===== config.mk =====
export PLATFORM = sky130hd
export DESIGN_NAME = pvf_div_lane
export DESIGN_NICKNAME = d
export VERILOG_FILES = /design/src/hw/rtl/pvf_pkg.sv /design/src/hw/rtl/pvf_div_lane.sv
export SDC_FILE = /design/constraint.sdc
export NUM_CORES = 1
export LEC_CHECK = 0
export BUFFER_PORTS_ARGS = -buffer_cell sky130_fd_sc_hd__buf_2
export CAP_MARGIN = 10
export CELL_PAD_IN_SITES_DETAIL_PLACEMENT = 0
export CELL_PAD_IN_SITES_GLOBAL_PLACEMENT = 2
export CORE_ASPECT_RATIO = 0.9
export CORE_UTILIZATION = 32
export DETAILED_ROUTE_END_ITERATION = 8
export PLACE_DENSITY_LB_ADDON = 0.1
export REMOVE_ABC_BUFFERS = 1
export SYNTH_ARGS = -nofsm -noshare
export SYNTH_HDL_FRONTEND = slang
export SYNTH_SLANG_ARGS = --single-unit

===== constraint.sdc =====
create_clock -name clk_i -period 2.75 [get_ports clk_i]
set_input_delay 0.4125 -clock clk_i [delete_from_list [all_inputs] [get_ports clk_i]]
set_output_delay 0.4125 -clock clk_i [all_outputs]
set_load 0.01 [all_outputs]

===== src/hw/rtl/pvf_pkg.sv =====
package pvf_pkg;

  localparam int GRID_SIDE  = 32;
  localparam int FRAME_BITS = 32;

  localparam int COORD_BITS = 16;
  localparam int SIZE_BITS  = 12;
  localparam int PERS_BITS  = 4;
  localparam int RUN_BITS   = 4;
  localparam int CMD_BITS   = 2;
  localparam int CFG_BITS   = 1;
  localparam int DATA_BITS  = 12;

  localparam int CELL_BITS  = (GRID_SIDE > 1) ? $clog2(GRID_SIDE) : 1;
  localparam int DEPTH      = GRID_SIDE * GRID_SIDE * GRID_SIDE;
  localparam int ADDR_BITS  = $clog2(DEPTH);
  localparam int SUM_BITS   = COORD_BITS + 2;
  localparam int DIV_STEPS  = COORD_BITS;
  localparam int STEP_BITS  = $clog2(DIV_STEPS);

  localparam logic [RUN_BITS-1:0]  RUN_MAX       = '1;
  localparam logic [PERS_BITS-1:0] PERSIST_RESET = PERS_BITS'(3);
  localparam logic [SIZE_BITS-1:0] VOXEL_RESET   = SIZE_BITS'(50);

  localparam logic [CMD_BITS-1:0] CMD_MARK  = 2'd0;
  localparam logic [CMD_BITS-1:0] CMD_QUERY = 2'd1;
  localparam logic [CMD_BITS-1:0] CMD_CLOSE = 2'd2;

  localparam logic [CFG_BITS-1:0] CFG_PERSIST = 1'b0;
  localparam logic [CFG_BITS-1:0] CFG_VOXEL   = 1'b1;

  typedef struct packed {
    logic load;
    logic step;
  } div_ctrl_t;

  typedef struct packed {
    logic [RUN_BITS-1:0]   run;
    logic [FRAME_BITS-1:0] last;
  } entry_t;

  typedef enum logic [5:0] {
    ST_CLEAR = 6'b000001,
    ST_IDLE  = 6'b000010,
    ST_DIV   = 6'b000100,
    ST_CELL  = 6'b001000,
    ST_RD    = 6'b010000,
    ST_UPD   = 6'b100000
  } state_e;

endpackage


===== src/hw/rtl/pvf_div_lane.sv =====
module pvf_div_lane (
  input  logic                                 clk_i,
  input  pvf_pkg::div_ctrl_t                   ctrl_i,
  input  logic signed [pvf_pkg::COORD_BITS-1:0] coord_i,
  input  logic [pvf_pkg::SIZE_BITS-1:0]        divisor_i,
  output logic [pvf_pkg::CELL_BITS-1:0]        cell_o,
  output logic                                 in_grid_o
);
  import pvf_pkg::*;

  logic [COORD_BITS-1:0] quot_q, quot_d;
  logic [SIZE_BITS-1:0]  rem_q, rem_d;
  logic                  neg_q;
  logic [SIZE_BITS:0]    trial;
  logic                  ge;
  logic [COORD_BITS-1:0] mag;
  logic signed [SUM_BITS-1:0] qs;
  logic signed [SUM_BITS-1:0] sum;

  assign mag = coord_i[COORD_BITS-1] ? COORD_BITS'(-coord_i) : COORD_BITS'(coord_i);

  // one restoring step: shift in next dividend bit, subtract if it fits
  always_comb begin
    trial  = {rem_q, quot_q[COORD_BITS-1]};
    ge     = (trial >= {1'b0, divisor_i});
    rem_d  = ge ? SIZE_BITS'(trial - {1'b0, divisor_i}) : trial[SIZE_BITS-1:0];
    quot_d = {quot_q[COORD_BITS-2:0], ge};
  end

  always_ff @(posedge clk_i) begin
    if (ctrl_i.load) begin
      quot_q <= mag;
      rem_q  <= '0;
      neg_q  <= coord_i[COORD_BITS-1];
    end else if (ctrl_i.step) begin
      quot_q <= quot_d;
      rem_q  <= rem_d;
    end
  end

  // truncation toward zero: divide magnitudes, then restore sign
  always_comb begin
    qs        = neg_q ? -$signed({2'b00, quot_q}) : $signed({2'b00, quot_q});
    sum       = qs + SUM_BITS'(GRID_SIDE / 2);
    in_grid_o = !sum[SUM_BITS-1] && ($unsigned(sum) < SUM_BITS'(GRID_SIDE));
    cell_o    = sum[CELL_BITS-1:0];
  end

endmodule


# Word-level counts from Yosys, hierarchy flattened
# Cells that the tools add are included.
[word_totals] register_bits=29 wordCells=17 input_bits=31 output_inout_bits=6
[op_classes] magnitude_cmp=2 mux=5 addsub=4 reduce_logical=3
[ops] cell="16-bit 2-to-1 mux" count=3
[ops] cell="18-bit by 6-bit adder with 18-bit output, second input constant" count=1
[ops] cell="18-bit by 6-bit < comparator with 1-bit output, second input constant" count=1
[ops] cell="18-bit 2-to-1 mux" count=1
[ops] cell="16-bit negator with 18-bit output" count=1
[ops] cell="16-bit negator" count=1
[ops] cell="13-bit by 12-bit >= comparator with 1-bit output" count=1
[ops] cell="12-bit 2-to-1 mux" count=1
[ops] cell="12-bit subtractor" count=1
[ops] cell="2-bit nonzero test" count=1
[ops] cell="1-bit logical AND" count=1
[ops] cell="1-bit logical NOT" count=1

# Logic depth before layout (Yosys ltp)
[depth] word_depth=5 depth_mapped=11 mapped_depth_nobuf=10

# Worst setup path before layout
# Ideal clock, no wire load.
[synth_path] path_type="register to output" from="register quot_q[0]" to="output port in_grid_o" required_ns=2.338 path_stages_with_launch=11 arrival_ns=2.560 path_buffers=1 slack_ns=-0.223 cell_sequence="edfxtp_1 inv_1 ha_1 or3b_1 buf_2 o41ai_1 xnor2_1 or2_1 o22ai_1 nand3_1 nor4_1"
[synth_between] elab_chain_len=5 elab_cells_between_ends=6 classes_between="add/sub: 2; order compare: 1; mux: 1; reduce/logical: 2"
[synth_lines] element="from (decl)" line="pvf_div_lane.sv:11" rtl="logic [COORD_BITS-1:0] quot_q, quot_d;"
[synth_lines] element="from (signal assigned)" line="pvf_div_lane.sv:32" rtl="quot_q <= mag;"
[synth_lines] element="from (signal assigned)" line="pvf_div_lane.sv:36" rtl="quot_q <= quot_d;"
[synth_lines] element="16-bit negator with 18-bit output" line="pvf_div_lane.sv:43" rtl="qs = neg_q ? -$signed({2'b00, quot_q}) : $signed({2'b00, quot_q});"
[synth_lines] element="18-bit 2-to-1 mux (*)" line="pvf_div_lane.sv:43"
[synth_lines] element="18-bit by 6-bit adder with 18-bit output (*)" line="pvf_div_lane.sv:44" rtl="sum = qs + SUM_BITS'(GRID_SIDE / 2);"
[synth_lines] element="18-bit by 6-bit < comparator with 1-bit output / 1-bit logical NOT (equally long branches)" line="pvf_div_lane.sv:45" rtl="in_grid_o = !sum[SUM_BITS-1] && ($unsigned(sum) < SUM_BITS'(GRID_SIDE));"
[synth_lines] element="1-bit logical AND (*)" line="pvf_div_lane.sv:45"
[synth_lines] element="to (decl)" line="pvf_div_lane.sv:7" rtl="output logic in_grid_o"
# Mark *: on every way between the ends. The rest lies on a longest branch, timed or not.

# Final worst setup path
# Ends and elaborated chain as after synthesis.

==> reports/metrics.csv <==
stage;metric;value;unit
outcome;run status;finished with violations;
outcome;failing checks;negative setup slack;
route;Pre-antenna DRT Iters;4;
timing;final hold violation count;0;
cts;clk buf depth;2;
finish;antenna diode count;0;
place;IO Port Bufs;36;
floorplan;IO Pins;37;
route;vias;2853;
worst_setup_path;critical-path cell list;buf_6 > or4_4 > buf_6 > o41ai_4 > xor2_2 > o221ai_1 > o211a_1 > mux2i_1 > nor4_2 > buf_2;
route;Via density;5.23;
finish;share of layout cells above drive strength 1;0.322;
cts;CTS sink cnt;29;
timing;Clock Skew;8.56;ps
floorplan;Die H;93.3;µm
worst_setup_path;Worst path max stage delay;550;ps
timing;setup repair after global routing missed its margin;yes;
worst_setup_path;CP dominant cell by count;buf_6;
worst_setup_path;slowest CP cell;or4_4;
worst_setup_path;worst-path maximum fanout;7;
cts;TritonCTS clock tree;done;
yosys;sequential fraction of the synthesis area;0.253;
worst_setup_path;Critical Path RT;2340;ps
route;Initial DRC Count;118;
route;final wirelength;8.14;mm
timing;hold slack;510;ps
yosys;synth top area cells;edfxtp_1, dfxtp_1, xnor2_1;
yosys;Post-synth top flop;edfxtp_1;
timing;crit path time final;3270;ps
global_routing;grt ovf;0;
route;wire per inst;14.9;µm
finish;Area Growth Syn to Fin;30.5;%
yosys;Cell Area, Synth;2960;µm²
power_and_ir_drop;LEAKAGE;1.60;nW
cts;H-Tree Depth;2;
yosys;Seq cells post-synth;29;
flow_run;max cap viols;0;
timing;Slew Viols, Final;0;
yosys;Post-synth EDFFs;17;
route;DRC;0;
floorplan;Cell Rows;32;
route;Final ANT Viol Nets;0;
timing;crit share post-route;1.19;
cts;clock transition at the registers of the reported paths;70;ps
yosys;Yosys top cell area share;0.172;
worst_setup_path;CP Class;register to output port;
yosys;largest area contributor in the synthesized netlist;edfxtp_1;
floorplan;Core ar.;8770;µm²
cts;Inserted Clock Buffers;5;
min_path;min-delay worst type;register to register;
place;Detailed Place HPWL;6.27;mm
timing;Slew @ Worst Pin;469;ps
yosys;synth unique cells;66;
worst_setup_path;endpoint type of the worst setup path;output port;
cts;clock latency on the worst-skew pair;280;ps
global_routing;initial antenna violation count;0;
timing;Max-slew headroom;0.683;
floorplan;Die W;103;µm
finish;Finished Core Util;0.441;
power_and_ir_drop;power per cell area;457;nW/µm²
cts;cts hold-fix bufs;0;
floorplan;die area;9650;µm²
yosys;synth warn;0;
floorplan;Starting Density;0.338;
finish;final net count;472;
timing;setup ws final;-518;ps
timing;Max Freq;0.306;GHz
worst_setup_path;arrival time of the worst setup path;2860;ps
global_routing;largest net degree at the start of global routing;30;
power_and_ir_drop;VDD IR max;0.195;mV
worst_setup_path;CP startpoint kind;register;
place;GP Congestion;0.788;
global_routing;first-pass GRT wire length;13.5;mm
cts;Root Driver;clkbuf_8;
yosys;cells after synthesis;359;
timing;Final setup viols;1;
yosys;async set or reset register ratio after synthesis;0;
global_routing;vias in the first global route;2638;
global_routing;gr usage total;0.182;
yosys;Mapped Avg Cell Area;8.25;µm²
-- logic make-up after synthesis --
group | count (synthesis) | synth area share
buffers and inverters | 47 | 0.0650
XOR/XNOR | 40 | 0.121
multiplexers | 9 | 0.0325
AND/OR/NAND/NOR | 117 | 0.210
AO/OA/AOI/OAI | 101 | 0.248
flip-flops | 29 | 0.253
adder cells (fa/ha/maj) | 16 | 0.0701
-- routing by layer --
layer,part of all wire,vias to the layer above,global-route usage,routed length (µm)
met3,0.031,7,0.0269,256
met1,0.53,1334,0.283,4320
met2,0.43,52,0.268,3530
met4,0.0045,0,0.0246,37
li1,-,1460,-,-
met5,0,-,0,0
-- state kept, by name (all words and copies together), names as in the netlist --
| signal | flops |
|---|---|
| quot_q | 16 |
| neg_q | 1 |
| rem_q | 12 |
-- synth_stat cells, drive strengths merged (6+ instances only) --
cell type and n:
inv 23, buf 7, nor3 6, clkbuf 17
nand2b 9, xnor2 23, edfxtp 17, dfxtp 12
nor2 35, nand3 10, nand2 16, o21ai 20
a21oi 20, ha 15, o41ai 9, xor2 17
o31ai 7, nor2b 7
-- critical path: cells and delay by family (launching register included) --
kind | cells | cell delay, ps
compound gates | 3 | 670
simple gates | 2 | 620
buf+inv | 3 | 450
flops | 1 | 400
xor+xnor | 1 | 250
mux | 1 | 170
-- path summary, 6_finish.rpt --
check / from / end / slack, ps / cells past startpoint
setup / recovery: quot_q[0] / in_grid_o / -520 / 10
hold / removal: rem_q[2] / rem_q[2] / 510 / 2
setup reg to reg: rem_q[0] / rem_q[1] / 300 / 10
hold reg to reg: rem_q[2] / rem_q[2] / 510 / 2
-- stage by stage --
step | instance area [µm²] | setup slack, ps | total power [mW] | setup TNS, ps | std cells
2_1_floorplan | 2860 | -374 | 0.995 | -374 | 335
3_3_place_gp | 3520 | -281 | 1.26 | -281 | 533
3_5_place_dp | 3520 | -280 | 1.26 | -280 | 533
4_1_cts | 3730 | -514 | 1.73 | -514 | 542
5_1_grt | 3870 | -712 | 1.90 | -712 | 545
6_report | 3870 | -518 | 1.77 | -518 | 545
-- cells in the final DEF, fill, tap and decap left out, types with 4 or more instances in the layout --
| master | netlist | final |
|---|---|---|
| xnor2_1 | 23 | 19 |
| a31o_2 | 4 | 4 |
| edfxtp_1 | 17 | 17 |
| o21ai_0 | 19 | 17 |
| a311oi_1 | 5 | 5 |
| mux2_2 | 5 | 5 |
| buf_2 | 4 | 36 |
| mux2i_1 | 4 | 4 |
| o41ai_1 | 7 | 4 |
| or4_1 | 4 | 4 |
| nor2b_1 | 7 | 6 |
| buf_4 | 1 | 43 |
| nand2_1 | 16 | 15 |
| ha_1 | 15 | 14 |
| nor3_1 | 6 | 6 |
| nor2_1 | 35 | 35 |
| o31ai_1 | 6 | 4 |
| nand3_1 | 10 | 9 |
| dfxtp_1 | 12 | 12 |
| inv_1 | 23 | 22 |
| xnor2_2 | 0 | 4 |
| or3_1 | 4 | 4 |
| clkbuf_8 | 0 | 6 |
| a21oi_1 | 20 | 20 |
| nand2b_1 | 9 | 9 |
| a31oi_1 | 5 | 4 |
| xor2_1 | 16 | 15 |
-- power by group --
part	internal, mW	leakage, nW	switching [mW]
combinational	0.367	1.27	0.405
sequential	0.517	0.270	0.0416
clock	0.259	0.0566	0.176
total	1.14	1.60	0.623
-- layout make-up --
cell class                 count  area (µm²)
fill                         902        4900
sequential                    29         751
inverter                      23        86.3
timing repair buffer          83         557
multi-input combinational    283        2210
clock buffer                   8         111
tap                          119         149
-- repair_timing --
item,CTS,global route
resized for setup,20,18
setup buffers,1,3
setup endpoints to repair,1,1
pin swaps,13,11
gates cloned,0,0
(Power assumes the default switching activity.)
